File: src/sv/owm_pkg.sv
// ---------------------------------------------------------------------------
// owm_pkg: shared types and constants for the 1-Wire bus master
// Request and drive codes, sequencer phases, the per-transaction result
// record and the CRC-8 bit update.
// ---------------------------------------------------------------------------
package owm_pkg;

  localparam int unsigned TICK_W = 10;

  // Request codes carried by req_type
  typedef enum logic [1:0] {
    REQ_TICK  = 2'd0,
    REQ_RESET = 2'd1,
    REQ_WRITE = 2'd2,
    REQ_READ  = 2'd3
  } req_t;

  // Line drive codes
  typedef enum logic [1:0] {
    DRV_HIGH = 2'd0,
    DRV_LOW  = 2'd1,
    DRV_REL  = 2'd2
  } drive_t;

  // Sequencer phases, one-hot
  typedef enum logic [8:0] {
    PH_IDLE     = 9'b000000001,
    PH_RST_LOW  = 9'b000000010,
    PH_RST_WAIT = 9'b000000100,
    PH_RST_TAIL = 9'b000001000,
    PH_WR_LOW   = 9'b000010000,
    PH_WR_REST  = 9'b000100000,
    PH_RD_LOW   = 9'b001000000,
    PH_RD_WAIT  = 9'b010000000,
    PH_RD_REST  = 9'b100000000
  } phase_t;

  // Fixed slot timings in microseconds
  localparam logic [TICK_W-1:0] WRITE1_REST_US = 10'd64;
  localparam logic [TICK_W-1:0] WRITE0_REST_US = 10'd10;
  localparam logic [TICK_W-1:0] READ_LOW_US    = 10'd1;
  localparam logic [TICK_W-1:0] READ_REST_US   = 10'd60;

  localparam logic [7:0] CRC_POLY = 8'h8C;
  localparam logic [2:0] LAST_BIT = 3'd7;

  // One result transaction
  typedef struct packed {
    logic [1:0] line_drive;
    logic       busy_res;
    logic       op_done;
    logic       device_present;
    logic [7:0] rx_byte;
    logic [7:0] crc_value;
    logic       rejected;
  } res_t;

  // Dallas/Maxim CRC-8, one received bit, reflected form
  function automatic logic [7:0] crc8_bit(input logic [7:0] crc, input logic b);
    logic fb;
    fb = crc[0] ^ b;
    return (crc >> 1) ^ (fb ? CRC_POLY : 8'h00);
  endfunction

endpackage

File: src/sv/owm_seq.sv
// ---------------------------------------------------------------------------
// owm_seq: 1-Wire slot sequencer
// Holds the bus state and advances it by one tick or command per accepted
// transaction, producing the result record for that transaction.
// ---------------------------------------------------------------------------
module owm_seq #(
  parameter int unsigned RESET_LOW_US        = 480,
  parameter int unsigned PRESENCE_WAIT_US    = 70,
  parameter int unsigned RESET_TAIL_US       = 450,
  parameter int unsigned WRITE1_LOW_US       = 6,
  parameter int unsigned WRITE0_LOW_US       = 60,
  parameter int unsigned READ_SAMPLE_WAIT_US = 3
) (
  input  logic          clk,
  input  logic          rst,
  input  logic          step,
  input  logic [1:0]    req_type,
  input  logic [7:0]    tx_byte,
  input  logic          line_level,
  output owm_pkg::res_t res
);

  localparam logic [owm_pkg::TICK_W-1:0] RST_LOW_LEN  = owm_pkg::TICK_W'(RESET_LOW_US);
  localparam logic [owm_pkg::TICK_W-1:0] RST_WAIT_LEN = owm_pkg::TICK_W'(PRESENCE_WAIT_US);
  localparam logic [owm_pkg::TICK_W-1:0] RST_TAIL_LEN = owm_pkg::TICK_W'(RESET_TAIL_US);
  localparam logic [owm_pkg::TICK_W-1:0] WR1_LOW_LEN  = owm_pkg::TICK_W'(WRITE1_LOW_US);
  localparam logic [owm_pkg::TICK_W-1:0] WR0_LOW_LEN  = owm_pkg::TICK_W'(WRITE0_LOW_US);
  localparam logic [owm_pkg::TICK_W-1:0] RD_WAIT_LEN  = owm_pkg::TICK_W'(READ_SAMPLE_WAIT_US);

  owm_pkg::phase_t             phase, phase_next;
  logic [owm_pkg::TICK_W-1:0]  tick_count, tick_count_next, count_inc, len;
  logic [2:0]                  bit_index, bit_index_next;
  logic [7:0]                  shift_data, shift_data_next;
  logic [7:0]                  crc_reg, crc_reg_next;
  logic                        presence_flag, presence_flag_next;
  owm_pkg::drive_t             drive_mode, drive_mode_next;
  logic [7:0]                  rx_last, rx_last_next;
  logic                        done, rej;

  // Length of the current phase
  always_comb begin
    case (phase)
      owm_pkg::PH_RST_LOW:  len = RST_LOW_LEN;
      owm_pkg::PH_RST_WAIT: len = RST_WAIT_LEN;
      owm_pkg::PH_RST_TAIL: len = RST_TAIL_LEN;
      owm_pkg::PH_WR_LOW:   len = shift_data[0] ? WR1_LOW_LEN : WR0_LOW_LEN;
      owm_pkg::PH_WR_REST:  len = shift_data[0] ? owm_pkg::WRITE1_REST_US
                                                : owm_pkg::WRITE0_REST_US;
      owm_pkg::PH_RD_LOW:   len = owm_pkg::READ_LOW_US;
      owm_pkg::PH_RD_WAIT:  len = RD_WAIT_LEN;
      default:              len = owm_pkg::READ_REST_US;
    endcase
  end

  assign count_inc = tick_count + 1'b1;

  // Next state for one transaction
  always_comb begin
    phase_next         = phase;
    tick_count_next    = tick_count;
    bit_index_next     = bit_index;
    shift_data_next    = shift_data;
    crc_reg_next       = crc_reg;
    presence_flag_next = presence_flag;
    drive_mode_next    = drive_mode;
    rx_last_next       = rx_last;
    done               = 1'b0;
    rej                = 1'b0;

    if (owm_pkg::req_t'(req_type) != owm_pkg::REQ_TICK) begin
      // start command: no time passes
      if (phase != owm_pkg::PH_IDLE) begin
        rej = 1'b1;
      end else begin
        tick_count_next = '0;
        drive_mode_next = owm_pkg::DRV_LOW;
        case (owm_pkg::req_t'(req_type))
          owm_pkg::REQ_RESET: begin
            crc_reg_next = '0;
            phase_next   = owm_pkg::PH_RST_LOW;
          end
          owm_pkg::REQ_WRITE: begin
            shift_data_next = tx_byte;
            bit_index_next  = '0;
            phase_next      = owm_pkg::PH_WR_LOW;
          end
          default: begin
            shift_data_next = '0;
            bit_index_next  = '0;
            phase_next      = owm_pkg::PH_RD_LOW;
          end
        endcase
      end
    end else if (phase != owm_pkg::PH_IDLE) begin
      // one microsecond tick
      tick_count_next = count_inc;
      if (count_inc >= len) begin
        tick_count_next = '0;
        case (phase)
          owm_pkg::PH_RST_LOW: begin
            phase_next      = owm_pkg::PH_RST_WAIT;
            drive_mode_next = owm_pkg::DRV_REL;
          end
          owm_pkg::PH_RST_WAIT: begin
            presence_flag_next = ~line_level;
            phase_next         = owm_pkg::PH_RST_TAIL;
            drive_mode_next    = owm_pkg::DRV_REL;
          end
          owm_pkg::PH_RST_TAIL: begin
            phase_next      = owm_pkg::PH_IDLE;
            drive_mode_next = owm_pkg::DRV_HIGH;
            done            = 1'b1;
          end
          owm_pkg::PH_WR_LOW: begin
            phase_next      = owm_pkg::PH_WR_REST;
            drive_mode_next = owm_pkg::DRV_HIGH;
          end
          owm_pkg::PH_WR_REST: begin
            shift_data_next = shift_data >> 1;
            if (bit_index >= owm_pkg::LAST_BIT) begin
              bit_index_next  = '0;
              phase_next      = owm_pkg::PH_IDLE;
              drive_mode_next = owm_pkg::DRV_HIGH;
              done            = 1'b1;
            end else begin
              bit_index_next  = bit_index + 1'b1;
              phase_next      = owm_pkg::PH_WR_LOW;
              drive_mode_next = owm_pkg::DRV_LOW;
            end
          end
          owm_pkg::PH_RD_LOW: begin
            phase_next      = owm_pkg::PH_RD_WAIT;
            drive_mode_next = owm_pkg::DRV_REL;
          end
          owm_pkg::PH_RD_WAIT: begin
            shift_data_next = {line_level, shift_data[7:1]};
            crc_reg_next    = owm_pkg::crc8_bit(crc_reg, line_level);
            phase_next      = owm_pkg::PH_RD_REST;
            drive_mode_next = owm_pkg::DRV_REL;
          end
          default: begin
            if (bit_index >= owm_pkg::LAST_BIT) begin
              bit_index_next  = '0;
              rx_last_next    = shift_data;
              phase_next      = owm_pkg::PH_IDLE;
              drive_mode_next = owm_pkg::DRV_HIGH;
              done            = 1'b1;
            end else begin
              bit_index_next  = bit_index + 1'b1;
              phase_next      = owm_pkg::PH_RD_LOW;
              drive_mode_next = owm_pkg::DRV_LOW;
            end
          end
        endcase
      end
    end
  end

  // State registers
  always_ff @(posedge clk) begin
    if (rst) begin
      phase         <= owm_pkg::PH_IDLE;
      tick_count    <= '0;
      bit_index     <= '0;
      shift_data    <= '0;
      crc_reg       <= '0;
      presence_flag <= 1'b0;
      drive_mode    <= owm_pkg::DRV_REL;
      rx_last       <= '0;
    end else if (step) begin
      phase         <= phase_next;
      tick_count    <= tick_count_next;
      bit_index     <= bit_index_next;
      shift_data    <= shift_data_next;
      crc_reg       <= crc_reg_next;
      presence_flag <= presence_flag_next;
      drive_mode    <= drive_mode_next;
      rx_last       <= rx_last_next;
    end
  end

  // Result record reflects the state after this transaction
  always_comb begin
    res.line_drive     = drive_mode_next;
    res.busy_res       = (phase_next != owm_pkg::PH_IDLE);
    res.op_done        = done;
    res.device_present = presence_flag_next;
    res.rx_byte        = rx_last_next;
    res.crc_value      = crc_reg_next;
    res.rejected       = rej;
  end

`ifndef NO_ASSERTIONS
  // A completing tick leaves the bus idle and strongly pulled high
  a_done_idle: assert property (@(posedge clk) disable iff (rst)
    step && done |-> !res.busy_res && res.line_drive == owm_pkg::DRV_HIGH)
    else $error("op_done without returning to idle");

  // A rejected command leaves the state untouched
  a_rej_hold: assert property (@(posedge clk) disable iff (rst)
    step && rej |=> $stable(phase) && $stable(tick_count) && $stable(shift_data))
    else $error("rejected command disturbed the sequencer");

  // Completion and rejection never coincide
  a_done_rej: assert property (@(posedge clk) disable iff (rst)
    step |-> !(done && rej))
    else $error("done and rejected in one transaction");

  // The tick counter stays below the length of the current phase
  a_count_rng: assert property (@(posedge clk) disable iff (rst)
    phase != owm_pkg::PH_IDLE |-> tick_count < len || len == '0)
    else $error("tick counter overran its phase");
`endif

endmodule

File: src/sv/owm_skid.sv
// ---------------------------------------------------------------------------
// owm_skid: result output register with skid stage
// Holds finished result transactions so the input side keeps accepting
// while the consumer stalls.
// ---------------------------------------------------------------------------
module owm_skid (
  input  logic          clk,
  input  logic          rst,
  input  logic          push,
  input  owm_pkg::res_t push_data,
  output logic          full,
  output logic          rsp_valid,
  input  logic          rsp_stall,
  output owm_pkg::res_t rsp_data
);

  logic          skid_valid;
  owm_pkg::res_t skid_data;
  logic          take;

  assign take = rsp_valid && !rsp_stall;
  assign full = skid_valid;

  // Valid flags
  always_ff @(posedge clk) begin
    if (rst) begin
      rsp_valid  <= 1'b0;
      skid_valid <= 1'b0;
    end else if (push) begin
      if (!rsp_valid || take) begin
        rsp_valid <= 1'b1;
      end else begin
        skid_valid <= 1'b1;
      end
    end else if (take) begin
      if (skid_valid) begin
        skid_valid <= 1'b0;
      end else begin
        rsp_valid <= 1'b0;
      end
    end
  end

  // Payload
  always_ff @(posedge clk) begin
    if (push) begin
      if (!rsp_valid || take) begin
        rsp_data <= push_data;
      end else begin
        skid_data <= push_data;
      end
    end else if (take && skid_valid) begin
      rsp_data <= skid_data;
    end
  end

endmodule

File: src/sv/one_wire_bus_master_core.sv
// ---------------------------------------------------------------------------
// one_wire_bus_master_core: 1-Wire bus master stepped by 1 us ticks
// Takes tick and start-command transactions and returns one result
// transaction for each.
// ---------------------------------------------------------------------------
// Each request transaction is a 1 us tick carrying the sampled line level,
// or a command to start a reset/presence cycle, a byte write or a byte read
// (bytes LSB first). Every request yields exactly one result transaction
// with the line drive, busy, done, presence, last read byte, the CRC-8 of
// bits read since the last reset, and a rejected flag for commands issued
// while busy. One request is taken per clock cycle while req_stall is low;
// the sequencer updates its state as the request is accepted and the result
// is registered in a two-entry output buffer, which lets requests continue
// while the consumer stalls; req_stall rises only once both entries are full.
module one_wire_bus_master_core #(
  parameter int unsigned RESET_LOW_US        = 480,
  parameter int unsigned PRESENCE_WAIT_US    = 70,
  parameter int unsigned RESET_TAIL_US       = 450,
  parameter int unsigned WRITE1_LOW_US       = 6,
  parameter int unsigned WRITE0_LOW_US       = 60,
  parameter int unsigned READ_SAMPLE_WAIT_US = 3
) (
  input  logic       clk,
  input  logic       rst,
  input  logic       req_valid,
  output logic       req_stall,
  input  logic [1:0] req_type,
  input  logic [7:0] tx_byte,
  input  logic       line_level,
  output logic       rsp_valid,
  input  logic       rsp_stall,
  output logic [1:0] line_drive,
  output logic       busy_res,
  output logic       op_done,
  output logic       device_present,
  output logic [7:0] rx_byte,
  output logic [7:0] crc_value,
  output logic       rejected
);

  logic          step;
  logic          full;
  owm_pkg::res_t res, rsp_data;

  assign req_stall = full;
  assign step      = req_valid && !full;

  // Slot sequencer
  owm_seq #(
    .RESET_LOW_US        (RESET_LOW_US),
    .PRESENCE_WAIT_US    (PRESENCE_WAIT_US),
    .RESET_TAIL_US       (RESET_TAIL_US),
    .WRITE1_LOW_US       (WRITE1_LOW_US),
    .WRITE0_LOW_US       (WRITE0_LOW_US),
    .READ_SAMPLE_WAIT_US (READ_SAMPLE_WAIT_US)
  ) u_seq (
    .clk        (clk),
    .rst        (rst),
    .step       (step),
    .req_type   (req_type),
    .tx_byte    (tx_byte),
    .line_level (line_level),
    .res        (res)
  );

  // Result buffer
  owm_skid u_skid (
    .clk       (clk),
    .rst       (rst),
    .push      (step),
    .push_data (res),
    .full      (full),
    .rsp_valid (rsp_valid),
    .rsp_stall (rsp_stall),
    .rsp_data  (rsp_data)
  );

  assign line_drive     = rsp_data.line_drive;
  assign busy_res       = rsp_data.busy_res;
  assign op_done        = rsp_data.op_done;
  assign device_present = rsp_data.device_present;
  assign rx_byte        = rsp_data.rx_byte;
  assign crc_value      = rsp_data.crc_value;
  assign rejected       = rsp_data.rejected;

endmodule

File: config.mk
export PLATFORM = sky130hd
export DESIGN_NAME = one_wire_bus_master_core
export DESIGN_NICKNAME = d
export VERILOG_FILES = /design/src/sv/owm_pkg.sv /design/src/sv/owm_seq.sv /design/src/sv/owm_skid.sv /design/src/sv/one_wire_bus_master_core.sv
export SDC_FILE = /design/constraint.sdc
export NUM_CORES = 1
export LEC_CHECK = 0
export ABC_AREA = 1
export BUFFER_PORTS_ARGS = -buffer_cell sky130_fd_sc_hd__buf_2
export CORE_MARGIN = 2
export CORE_UTILIZATION = 60
export CTS_CLUSTER_SIZE = 30
export DETAILED_ROUTE_END_ITERATION = 6
export PLACE_DENSITY_LB_ADDON = 0.15
export SETUP_SLACK_MARGIN = 0.1
export SYNTH_ARGS = -nofsm -noshare
export SYNTH_HDL_FRONTEND = slang
export SYNTH_SLANG_ARGS = --single-unit
File: constraint.sdc
create_clock -name clk -period 7.5 [get_ports clk]
set_clock_uncertainty 0.05 [all_clocks]
set_input_delay 0.375 -clock clk [delete_from_list [all_inputs] [get_ports clk]]
set_output_delay 0.375 -clock clk [all_outputs]
set_load 0.01 [all_outputs]
# Word-level counts from Yosys, hierarchy flattened

Index checks and enable logic that the tools add are counted.

Flip-flop bits (word level): 95
Input port bits: 15
Output and inout bits: 24
Logic and storage cells: 141

$add $sub $neg: 2
Bitwise gates (word level): 4
Order comparisons: 2
Mux-type cells: 67
Eq/ne operators: 17
Reductions and logical operators: 25

Operators with widths:

| cell                    | count |
|---|---|
| $mux W8                 | 16 |
| $pmux W10 S7            | 1 |
| $mux W22                | 3 |
| $pmux W9 S7             | 1 |
| $mux W10                | 4 |
| $mux W9                 | 4 |
| $pmux W8 S2             | 2 |
| $mux W3                 | 7 |
| $mux W1                 | 18 |
| $ne A9 B1 Y1 const B    | 2 |
| $mux W7                 | 2 |
| $pmux W7 S2             | 1 |
| $reduce_and A6 Y1       | 2 |
| $add A10 B1 Y10 const B | 1 |
| $ge A10 B10 Y1          | 1 |
| $reduce_bool A2 Y1      | 5 |
| $eq A9 B2 Y1 const B    | 1 |
| $eq A9 B3 Y1 const B    | 1 |
| $eq A9 B4 Y1 const B    | 1 |
| $eq A9 B5 Y1 const B    | 1 |
| $eq A9 B6 Y1 const B    | 1 |
| $eq A9 B7 Y1 const B    | 1 |
| $eq A9 B8 Y1 const B    | 1 |
| $mux W2                 | 4 |
| 24 further kinds        | 36 |

# Logic depth before layout (Yosys ltp)

Gate-level depths: netlist of run 1.

Depth after elaboration: 9
Mapped depth: 29
Gate-level depth less buffers: 29

# Cells and area by module

From an unflattened synthesis of run 1, not the netlist that was laid out.

Cell total of the unflattened synthesis: 727
Area, all modules: 5342.6 um2

By module, submodules not included:

| module                   | instances | sequential area each (um2) | cells each | area an instance (um2) |
|---|---|---|---|---|
| owm_seq                  | 1         | 980.9                      | 598        | 3653.5 |
| owm_skid                 | 1         | 1361.3                     | 127        | 1679.1 |
| one_wire_bus_master_core | 1         | 0.0                        | 2          | 10.0 |

# Worst setup path before layout of run 1

No wires, ideal clock.

Kind: reg-to-reg
Start: register u_seq.phase[2]
End: register, netlist name u_skid.rsp_data[19]
Data arrival time: 2.960 ns
Library setup time: 0.252 ns
Cell stages (with the launch flop): 30
Setup slack: 4.237 ns
Clock period less this slack: 3.263 ns
Data required time: 7.198 ns
Path buffers: 1
Path through: dfxtp_1 -> nor2_1 -> nand2_1 -> inv_2 -> nand3_1 -> inv_1 -> nor2_2 -> nand2_1 -> nor2_1 -> a21oi_1 -> inv_1 -> nor2_1 -> ha_1 -> nand2_1 -> inv_1 -> a21oi_1 -> nand2_1 -> nand2_1 -> nand2_1 -> nand2_1 -> nand2_4 -> buf_6 -> nand2_2 -> nand2_1 -> a21oi_2 -> nand2_1 -> nor2_1 -> nand2_1 -> nand2_1 -> nand2_1

RTL lines:

| item                   | line           | text |
|---|---|---|
| from (decl)            | owm_seq.sv:30  | `owm_pkg::phase_t phase, phase_next;` |
| from (signal assigned) | owm_seq.sv:162 | `phase <= owm_pkg::PH_IDLE;` |
| from (signal assigned) | owm_seq.sv:171 | `phase <= phase_next;` |

==> qor.yml, run 1 <==
logic_synthesis:
  synth.net_count: 686
  synth_seq_cells: 95
  yosysSeqAreaShare: 0.4568
  synth_top_area_share: 0.2577
  synth_top_cell_by_area: "edfxtp_1"
  synth_edf_count: 44
  synth_area_mm2: 0.005127
  synth-async-reset-ratio: 0
  synthCells: 654
  yosysWarningCount: 0
  synthFlopType: "dfxtp_1"
  synthTopCellsByArea: "edfxtp_1, dfxtp_1, nand2_1"
  synth.distinct_cells: 41
  avgSynthCellArea_um2: 7.840
timing:
  finalSetupTns_ns: 0
  fin_crit_ns: 3.942
  layout_setup_ws_ns: 3.558
  max_freq_mhz: 253.7
  min_period_over_period: 0.5256
  worst_pin_slew_ns: 0.9004
  maxSlewViolCount: 0
  maxSlewHeadroom: 0.3988
  fin_hold_ws_ns: 0.3292
  finalHoldViolCount: 0
  rsz0062_at_grt: "false"
  setup_viol: 0
worst_hold_path:
  hold_path_class: "in2reg"
  min_path_cells: 3
critical_path:
  end_kind: "flop"
  max_stage_delay_ns: 0.52
  start_kind: "flop"
  arrival_ns: 4.01
  timing.critical_path.mode_cell: "nand2_1"
  slowest_stage: "dfxtp_1"
  critPathTopFamily: "simple AND/OR/NAND/NOR gates"
  cp_data_required_time_ns: 7.57
  cp_max_fo: 16
  path_class: "reg2reg"
  crit_cells: 26
  reg2reg_depth: 26
  crit_buf_inv: 3
global_routing:
  first_global_vias: 4243
  gr-usage-met2: 0.4531
  antenna_found_initial: 0
  grt_pass1_wl_mm: 19.56
  grt_usage: 0.2753
  grt_max_degree: 56
  use_met3: 0.05353
  gr-total-overflow: 0
  grt-busiest-layer: "met2"
  met1_usage: 0.3544
die:
  ios: 39
  initial_core_util: 0.6209
  die_w_um: 96.44
  std_cell_rows: 33
  core_area_mm2: 0.008258
  dieArea_mm2: 0.009301
  die-height_um: 96.44
power_and_ir_drop:
  p_per_area_mw_per_mm2: 191.7
  vdd_drop_max_v: 0.00008931
  p_leak_nw: 2.539
final_layout:
  design.final.nets: 715
  layout-drive-gt1-share: 0.1453
  nFillCells: 723
  syn_to_final_growth_pct: 8.346
  diodes: 0
  largestRegisters: "u_skid.rsp_data: 22 flops, u_skid.skid_data: 22 flops, u_seq.tick_count: 10 flops"
cts:
  holdBufCountCts: 0
  cts_tree: "done"
  clk_pin_slew_worst_paths_ns: 0.11
  clockBufferDepth: 2
  cts.htree.levels: 3
  postCtsSetupRepairBufs: 0
  cts_buffers: 9
  clock_latency_ns: 0.37
  clock_sinks: 95
  post_cts_resized: 0
  root_buffer: "clkbuf_8"
drt:
  dr.first_iter.drc_count: 353
  antenna_left: 0
  wl_per_cell_um: 14.98
  drc_errors: 0
  first_pass_iters: 7
  via_count: 4460
  totalWireLength_mm: 11.88
  via_per_inst: 5.624
placed_design:
  dp_hpwl_mm: 8.226
  dp_slack_ns: 3.645
  numPortBuffers: 38
  gp_congestion: 0.9823
run:
  max_cap_violations: 0
run_status:
  status: "complete, no violations"
-- Yosys cell counts (3+ instances only) --
master	n
a21oi_1	53
and3_1	7
buf_2	4
clkbuf_1	16
dfxtp_1	51
edfxtp_1	44
ha_1	17
inv_1	73
inv_2	5
nand2_1	180
nand2_2	8
nand2_4	4
nand3_1	41
nand4_1	11
nor2_1	40
nor2_2	3
nor2_4	5
nor3_1	5
o211ai_1	5
o21a_2	8
o21ai_0	39
xnor2_1	4
xor2_1	5
-- cell usage in the layout (no fill, tap or decap), types with 4 or more instances in the layout --
cell type  count
o21a_2         8
and3_1         7
o211ai_1       5
edfxtp_1      44
nor2_2         5
dfxtp_1       51
nand2_4        4
nand2_1      180
clkbuf_8       9
inv_2          5
nor2_1        38
ha_1          17
inv_1         73
xor2_1         5
buf_2         38
a21oi_1       53
nand4_1       11
xnor2_1        4
o21ai_0       39
nor2_4         5
nand3_1       41
nand2_2        8
nor3_1         5
-- final timing paths --
check,slack (ns),endpoint,from
max reg2reg,3.56,u_skid.rsp_data[11],u_seq.phase[0]
min reg2reg,0.42,u_seq.crc_reg[2],u_seq.crc_reg[2]
max,3.56,u_skid.rsp_data[11],u_seq.phase[0]
min,0.33,u_skid.rsp_valid,rsp_stall
-- layout make-up --
type	instances	area, um^2	share of cell area
inverter	78	292.8	0.05270
sequential	95	2342	0.4216
timing repair buffer	41	212.7	0.03829
clock inverter	7	61.31	0.01104
clock buffer	9	123.9	0.02230
tap	105	131.4	0.02365
multi-input combinational	458	2391	0.4304
-- metal layers --
layer	routed length, um	vias up
met5	0	-
li1	-	2216
met3	670	30
met1	5307	2066
met2	5607	148
met4	291	0
-- worst register-to-register path: stages (launching register included) --
cell and delay, ns:
dfxtp_1 0.52, nor2_1 0.12, nand2_1 0.14, inv_2 0.08, nand3_1 0.10, inv_1 0.12, nor2_2 0.17, nand2_1 0.11
nor2_1 0.14, a21oi_1 0.08, inv_1 0.08, nor2_1 0.05, ha_1 0.28, nand2_1 0.07, nor2_1 0.12, nand2_1 0.07
nand2_1 0.06, nand2_1 0.04, nand2_1 0.05, nand2_1 0.15, nand2_4 0.23, nand2_4 0.11, nor2_4 0.34, nand2_1 0.11
o21a_2 0.14, nand2_1 0.09, nand2_1 0.09
-- metrics by stage --
step / util / cells / area [um^2] / power [mW]
3_3_place_gp: 0.6503 / 777 / 5370 / 0.7427
2_1_floorplan: - / 654 / 5127 / 0.6984
3_5_place_dp: 0.6503 / 777 / 5370 / 0.7451
6_report: 0.6727 / 793 / 5555 / 1.065
5_1_grt: 0.6727 / 793 / 5555 / 1.110
4_1_cts: 0.6727 / 793 / 5555 / 1.070
-- report_power, final --
group          internal, mW  total [mW]  switching (mW)  leakage (nW)
Clock                 0.128       0.330           0.202        0.0940
Sequential            0.569       0.583          0.0147         0.828
Combinational        0.0458       0.152           0.106          1.62
Total                 0.742        1.06           0.323          2.54
-- kinds of logic (layout without fill, tap and decap cells) --
family	count (synthesis)	after routing	synth area share
simple gates	314	314	0.2789
compound gates	118	118	0.1296
buf+inv	101	135	0.07784
flops	95	95	0.4568
fa+ha+maj	17	17	0.04148
xor+xnor	9	9	0.01537
Note: power is estimated with default switching activity, not from simulation.
==> run 2: changes to the inputs <==
--- a/config.mk
+++ b/config.mk
@@ -5,10 +5,10 @@
 export SDC_FILE = /design/constraint.sdc
 export NUM_CORES = 1
 export LEC_CHECK = 0
-export ABC_AREA = 1
+export ABC_AREA = 0
 export BUFFER_PORTS_ARGS = -buffer_cell sky130_fd_sc_hd__buf_2
 export CORE_MARGIN = 2
-export CORE_UTILIZATION = 60
+export CORE_UTILIZATION = 54
 export CTS_CLUSTER_SIZE = 30
 export DETAILED_ROUTE_END_ITERATION = 6
 export PLACE_DENSITY_LB_ADDON = 0.15
==> constraint.sdc (replaced) <==
create_clock -name clk -period 3.4 [get_ports clk]
set_clock_uncertainty 0.05 [all_clocks]
set_input_delay 0.17 -clock clk [delete_from_list [all_inputs] [get_ports clk]]
set_output_delay 0.17 -clock clk [all_outputs]
set_load 0.01 [all_outputs]
==> run 2 against run 1 <==
Compared with the run above:
- power is 150% higher
- fmax up 7.7%
- highest routed layer unchanged
- non-clock buffer count increased by 86
- the run now ends with setup timing left
- via count down 5.3%
- critical path type unchanged
- worst hold slack worse by 0.27 ns
- die area rose by 8.6%
- clock-buffer cell count rose by 2
- combinational power increased to 3.1 times the previous value
- first-iteration DRC count is 37% lower
- sequential power rose by 120%
- global-route usage is 1.9 points lower
==> qor.yml, run 2 <==
run_status:
  status: "finished with violations"
  violations: "setup timing"
logic_synthesis:
  synthTopCellsByArea: "edfxtp_1, dfxtp_1, nor2_1"
  synth.distinct_cells: 70
  yosysWarningCount: 0
  synth_seq_cells: 95
  yosys-top-cells-count: "nor2_1, dfxtp_1, edfxtp_1"
  synth_top_cell_by_area: "edfxtp_1"
  synth.net_count: 531
  synthCells: 499
  synthFlopType: "dfxtp_1"
  synth_edf_count: 44
  synth-async-reset-ratio: 0
  yosysSeqAreaShare: 0.4659
  avgSynthCellArea_um2: 10.07
  yosysMostFrequentCell: "nor2_1"
  synth_top_area_share: 0.2628
  synth_area_mm2: 0.005027
die:
  die-height_um: 100.5
  std_cell_rows: 35
  die_w_um: 100.5
  dieArea_mm2: 0.01010
  ios: 39
  initial_core_util: 0.5493
  core_area_mm2: 0.009153
placed_design:
  numPortBuffers: 38
  gp_congestion: 0.9174
  dp_hpwl_mm: 8.804
  dp_slack_ns: -0.4082
final_layout:
  design.final.nets: 640
  layout-drive-gt1-share: 0.4046
  final_common_cell: "buf_4"
  seq_area_mm2: 0.002354
  largestRegisters: "u_skid.rsp_data: 22 flops, u_skid.skid_data: 22 flops, u_seq.tick_count: 10 flops"
  final_cell_mix: "buf_4, nor2_1, dfxtp_1, edfxtp_1, buf_2"
  multiInputGateArea_mm2: 0.002929
  nFillCells: 622
  diodes: 0
  syn_to_final_growth_pct: 33.10
power_and_ir_drop:
  finalPower_mw: 2.621
  p_seq_frac: 0.491
  p_leak_nw: 2.784
  power_frac_comb: 0.177
  p_clk_frac: 0.332
  power.internal_mw: 1.908
  vdd_drop_max_v: 0.0002904
  p_per_area_mw_per_mm2: 391.7
  switchingPower_uw: 713.2
  switching_share: 0.2721
timing:
  max_freq_mhz: 273.3
  fin_hold_ws_ns: 0.06397
  rsz0062_at_grt: "true"
  maxSlewHeadroom: 0.3180
  worst_pin_slew_ns: 1.023
  maxSlewViolCount: 0
  fin_crit_ns: 3.659
  finalHoldViolCount: 0
  setup_viol: 70
  layout_setup_ws_ns: -0.2587
  min_period_over_period: 1.076
cts:
  cts_tree: "done"
  clock_latency_ns: 0.35
  root_buffer: "clkbuf_8"
  cts.htree.levels: 3
  clock_sinks: 95
  clk_pin_slew_worst_paths_ns: 0.10
  clockBufferDepth: 2
  cts_buffers: 9
  holdBufCountCts: 0
critical_path:
  end_kind: "flop"
  arrival_ns: 3.72
  path_class: "reg2reg"
  cp_data_required_time_ns: 3.46
  start_kind: "flop"
  cp_max_fo: 5
global_routing:
  grt_usage: 0.2567
  grt_max_degree: 55
  grt_pass1_wl_mm: 20.22
  gr-total-overflow: 0
  first_global_vias: 4113
  antenna_found_initial: 0
drt:
  drc_errors: 0
  antenna_left: 0
  via_count: 4223
  totalWireLength_mm: 12.67
  dr.first_iter.drc_count: 221
  via_per_inst: 5.833
  wl_per_cell_um: 17.50
  first_pass_iters: 4
run:
  max_cap_violations: 0
worst_hold_path:
  hold_path_class: "in2reg"
-- run 2: routing by layer --
layer,GRT usage,vias up,part of all wire
li1,-,2045,-
met1,0.3436,2035,0.44
met2,0.4187,115,0.48
met3,0.04785,28,0.050
met4,0.09062,0,0.022
met5,0,-,0
-- run 2: final timing paths --
kind / startpoint / endpoint / slack (ns) / cells after the start
hold / removal: line_level / u_seq.presence_flag / 0.06 / 2
hold reg to reg: u_seq.tick_count[8] / u_seq.tick_count[8] / 0.43 / 2
setup reg to reg: u_seq.phase[2] / u_skid.rsp_data[19] / -0.26 / 15
setup / recovery: u_seq.phase[2] / u_skid.rsp_data[19] / -0.26 / 15
-- run 2: critical path, stage by stage, from the launching register on --
cell	delay, ns
dfxtp_2	0.35
or4_4	0.58
nor2_4	0.10
and4b_4	0.25
nor2b_4	0.15
nor2_2	0.04
ha_1	0.31
nand2_2	0.07
o41ai_4	0.39
buf_4	0.20
o31ai_4	0.09
buf_6	0.17
buf_4	0.13
nor3_4	0.18
o221ai_2	0.16
o22a_1	0.18
-- run 2: timing repair --
action | in CTS | in global routing
resized for setup | 73 | 30
pin swaps | 39 | 12
cloned | 2 | 0
endpoints found under the setup margin | 90 | 90
buffers inserted | 11 | 2
-- run 2: cell families (layout without fill, tap and decap cells) --
logic type / Yosys count / in the layout / share of synthesized area
simple gates: 191 / 191 / 0.2028
compound gates: 103 / 103 / 0.1404
flops: 95 / 95 / 0.4659
buf+inv: 41 / 155 / 0.03683
mux: 37 / 37 / 0.08412
fa+ha+maj: 17 / 17 / 0.04231
xor+xnor: 15 / 15 / 0.02763
-- run 2: through the flow --
stage          setup TNS [ns]  instances  utilization  area [um^2]
2_1_floorplan          -2.591        499            -         5114
3_3_place_gp           -6.295        694       0.6457         5909
3_5_place_dp           -15.34        694       0.6457         5909
4_1_cts                -6.483        722       0.7148         6543
5_1_grt                -18.99        724       0.7311         6691
6_report               -7.076        724       0.7311         6691
-- run 2: cell type report --
type                            count  area share
Inverter                           12    0.006731
Timing Repair Buffer              127      0.1475
Tap cell                          111     0.02076
Sequential cell                    95      0.3517
Multi-Input combinational cell    363      0.4377
Clock buffer                       11     0.02281
Clock inverter                      5     0.01272
-- run 2: power groups by stage --
stage	Combinational [mW]	Clock (mW)	Sequential [mW]
final	0.464	0.870	1.29
after global routing	0.500	0.919	1.29
after CTS	0.439	0.885	1.28
after detailed placement	0.379	0	1.31
after global placement	0.373	0	1.31
after floorplan	0.235	0	1.31
==> run 3: changes to the inputs <==
--- a/config.mk
+++ b/config.mk
@@ -7,10 +7,13 @@
 export LEC_CHECK = 0
 export ABC_AREA = 0
 export BUFFER_PORTS_ARGS = -buffer_cell sky130_fd_sc_hd__buf_2
-export CORE_MARGIN = 2
-export CORE_UTILIZATION = 54
+export CELL_PAD_IN_SITES_DETAIL_PLACEMENT = 1
+export CELL_PAD_IN_SITES_GLOBAL_PLACEMENT = 1
+export CORE_MARGIN = 4
+export CORE_UTILIZATION = 43
 export CTS_CLUSTER_SIZE = 30
 export DETAILED_ROUTE_END_ITERATION = 6
+export HOLD_SLACK_MARGIN = 0.15
 export PLACE_DENSITY_LB_ADDON = 0.15
 export SETUP_SLACK_MARGIN = 0.1
 export SYNTH_ARGS = -nofsm -noshare
==> run 3 against run 2 <==
Compared with the run above:
- global-route usage is 1.5 points lower
- critical path depth stayed put
- sequential cell count stayed put
- largest power group unchanged
- wire length is 33% higher
- sequential share of layout area is 1.3 points lower
- the flow still finishes with violations (setup timing)
- utilization is 12 points lower
- clock power is 21% higher
==> qor.yml, run 3 (synthesized netlist as in run 2, its figures left out) <==
run_status:
  status: "finished with violations"
  violations: "setup timing"
die:
  dieArea_mm2: 0.01349
  die_w_um: 116.1
  die-height_um: 116.1
  core_area_mm2: 0.01142
  ios: 39
  std_cell_rows: 39
  initial_core_util: 0.4403
drt:
  first_pass_iters: 4
  via_per_inst: 5.846
  antenna_left: 0
  via_count: 4455
  dr.first_iter.drc_count: 283
  totalWireLength_mm: 16.79
  wl_per_cell_um: 22.04
  drc_errors: 0
placed_design:
  dp_slack_ns: -0.3492
  gp_congestion: 0.8758
  dp_hpwl_mm: 10.20
  numPortBuffers: 38
  dp.cells: 712
cts:
  clk_pin_slew_worst_paths_ns: 0.07
  clock_latency_ns: 0.35
  cts_buffers: 9
  cts.htree.levels: 3
  root_buffer: "clkbuf_16"
  cts_tree: "done"
  clock_sinks: 95
  clockBufferDepth: 2
critical_path:
  arrival_ns: 3.81
  end_kind: "flop"
  cp_data_required_time_ns: 3.45
  cp_max_fo: 6
  start_kind: "flop"
  path_class: "reg2reg"
timing:
  worst_pin_slew_ns: 1.187
  rsz0062_at_grt: "true"
  fin_crit_ns: 3.753
  finalHoldViolCount: 0
  maxSlewHeadroom: 0.2024
  max_freq_mhz: 266.5
  maxSlewViolCount: 0
  min_period_over_period: 1.104
  setup_viol: 82
  layout_setup_ws_ns: -0.3526
global_routing:
  first_global_vias: 4719
  antenna_found_initial: 0
  gr-total-overflow: 0
  grt_pass1_wl_mm: 25.16
  grt_max_degree: 55
  grt_usage: 0.2420
power_and_ir_drop:
  p_per_area_mw_per_mm2: 410.1
  vdd_drop_max_v: 0.0002996
  p_leak_nw: 2.856
final_layout:
  final_common_cell: "buf_4"
  layout-drive-gt1-share: 0.4061
  design.final.nets: 645
  final_cell_mix: "buf_4, nor2_1, dfxtp_1, edfxtp_1, buf_2"
  nFillCells: 1205
  syn_to_final_growth_pct: 38.10
  finalNonFillerCells: 762
  largestRegisters: "u_skid.rsp_data: 22 flops, u_skid.skid_data: 22 flops, u_seq.tick_count: 10 flops"
run:
  max_cap_violations: 0
worst_hold_path:
  hold_path_class: "in2reg"
-- run 3: cell types whose count changed in the layout (fill, tap and decap cells not counted), moves of 4 or more --
cell           delta
clkbuf_16         +8
clkbuf_8          -8
a211oi_1          -6
a211oi_2          +6
dlygate4sd3_1     +6
mux2i_2           -4
mux2i_4           +4
nor2_2            -4
o21ai_0           -4
-- run 3: stage by stage --
| step | utilization | setup TNS, ns | area [um^2] | power [mW] | hold WS, ns |
|---|---|---|---|---|---|
| after floorplan | - | -2.591 | 5114 | 1.547 | 0.2156 |
| after global placement | 0.5118 | -4.254 | 5844 | 1.680 | 0.4017 |
| after detailed placement | 0.5118 | -9.496 | 5844 | 1.694 | 0.4143 |
| after CTS | 0.5787 | -6.734 | 6608 | 2.799 | 0.1572 |
| after global routing | 0.6078 | -23.72 | 6940 | 2.951 | 0.1695 |
| final | 0.6080 | -12.12 | 6943 | 2.847 | 0.1683 |
-- run 3: final timing paths --
path / startpoint / to / slack, ns / cells past startpoint
worst max-delay path: u_seq.phase[1] / u_skid.rsp_data[19] / -0.35 / 15
worst min-delay path: tx_byte[3] / u_seq.shift_data[3] / 0.17 / 3
worst max register to register: u_seq.phase[1] / u_skid.rsp_data[19] / -0.35 / 15
worst min register to register: u_seq.tick_count[8] / u_seq.tick_count[8] / 0.42 / 2
-- run 3: worst max-delay path, cell delays in order, from the launching register on --
cell and delay (ns):
dfxtp_4 0.36, or4_4 0.56, nor2_4 0.11, and4b_4 0.26, nor2b_4 0.15, nor2_1 0.05, ha_1 0.33, nand2_2 0.08
o41ai_4 0.35, buf_4 0.22, o31ai_4 0.08, buf_6 0.16, buf_6 0.11, nor4_4 0.28, o221ai_2 0.16, o22a_1 0.18
-- run 3: where the power goes --
part / switching (mW) / total, mW / internal [mW]
combinational: 0.304 / 0.504 / 0.199
clock: 0.457 / 1.05 / 0.597
sequential: 0.0389 / 1.29 / 1.25
total: 0.800 / 2.85 / 2.05
-- run 3: cell type report --
class | count | area (um^2) | area share
tap | 143 | 178.9 | 0.02577
timing repair buffer | 132 | 1030 | 0.1483
antenna | 1 | 2.502 | 0.0003604
inverter | 12 | 45.04 | 0.006488
sequential | 95 | 2354 | 0.3390
clock buffer | 11 | 242.7 | 0.03496
clock inverter | 5 | 63.81 | 0.009191
multi-input combinational | 363 | 3027 | 0.4359
-- run 3: layer usage --
metal / vias to the layer above / global-route usage / share of wire
met2: 118 / 0.4154 / 0.50
met4: 0 / 0.1029 / 0.032
met1: 2246 / 0.3045 / 0.43
met5: - / 0 / 0
met3: 36 / 0.03627 / 0.035
li1: 2055 / - / -
-- run 3: repair_timing --
item,CTS,global route
hold endpoints to repair,5,0
resized for setup,57,62
endpoints found under the setup margin,86,90
setup buffers,18,10
pin swaps,29,24
hold buffers,6,0
cloned,1,1
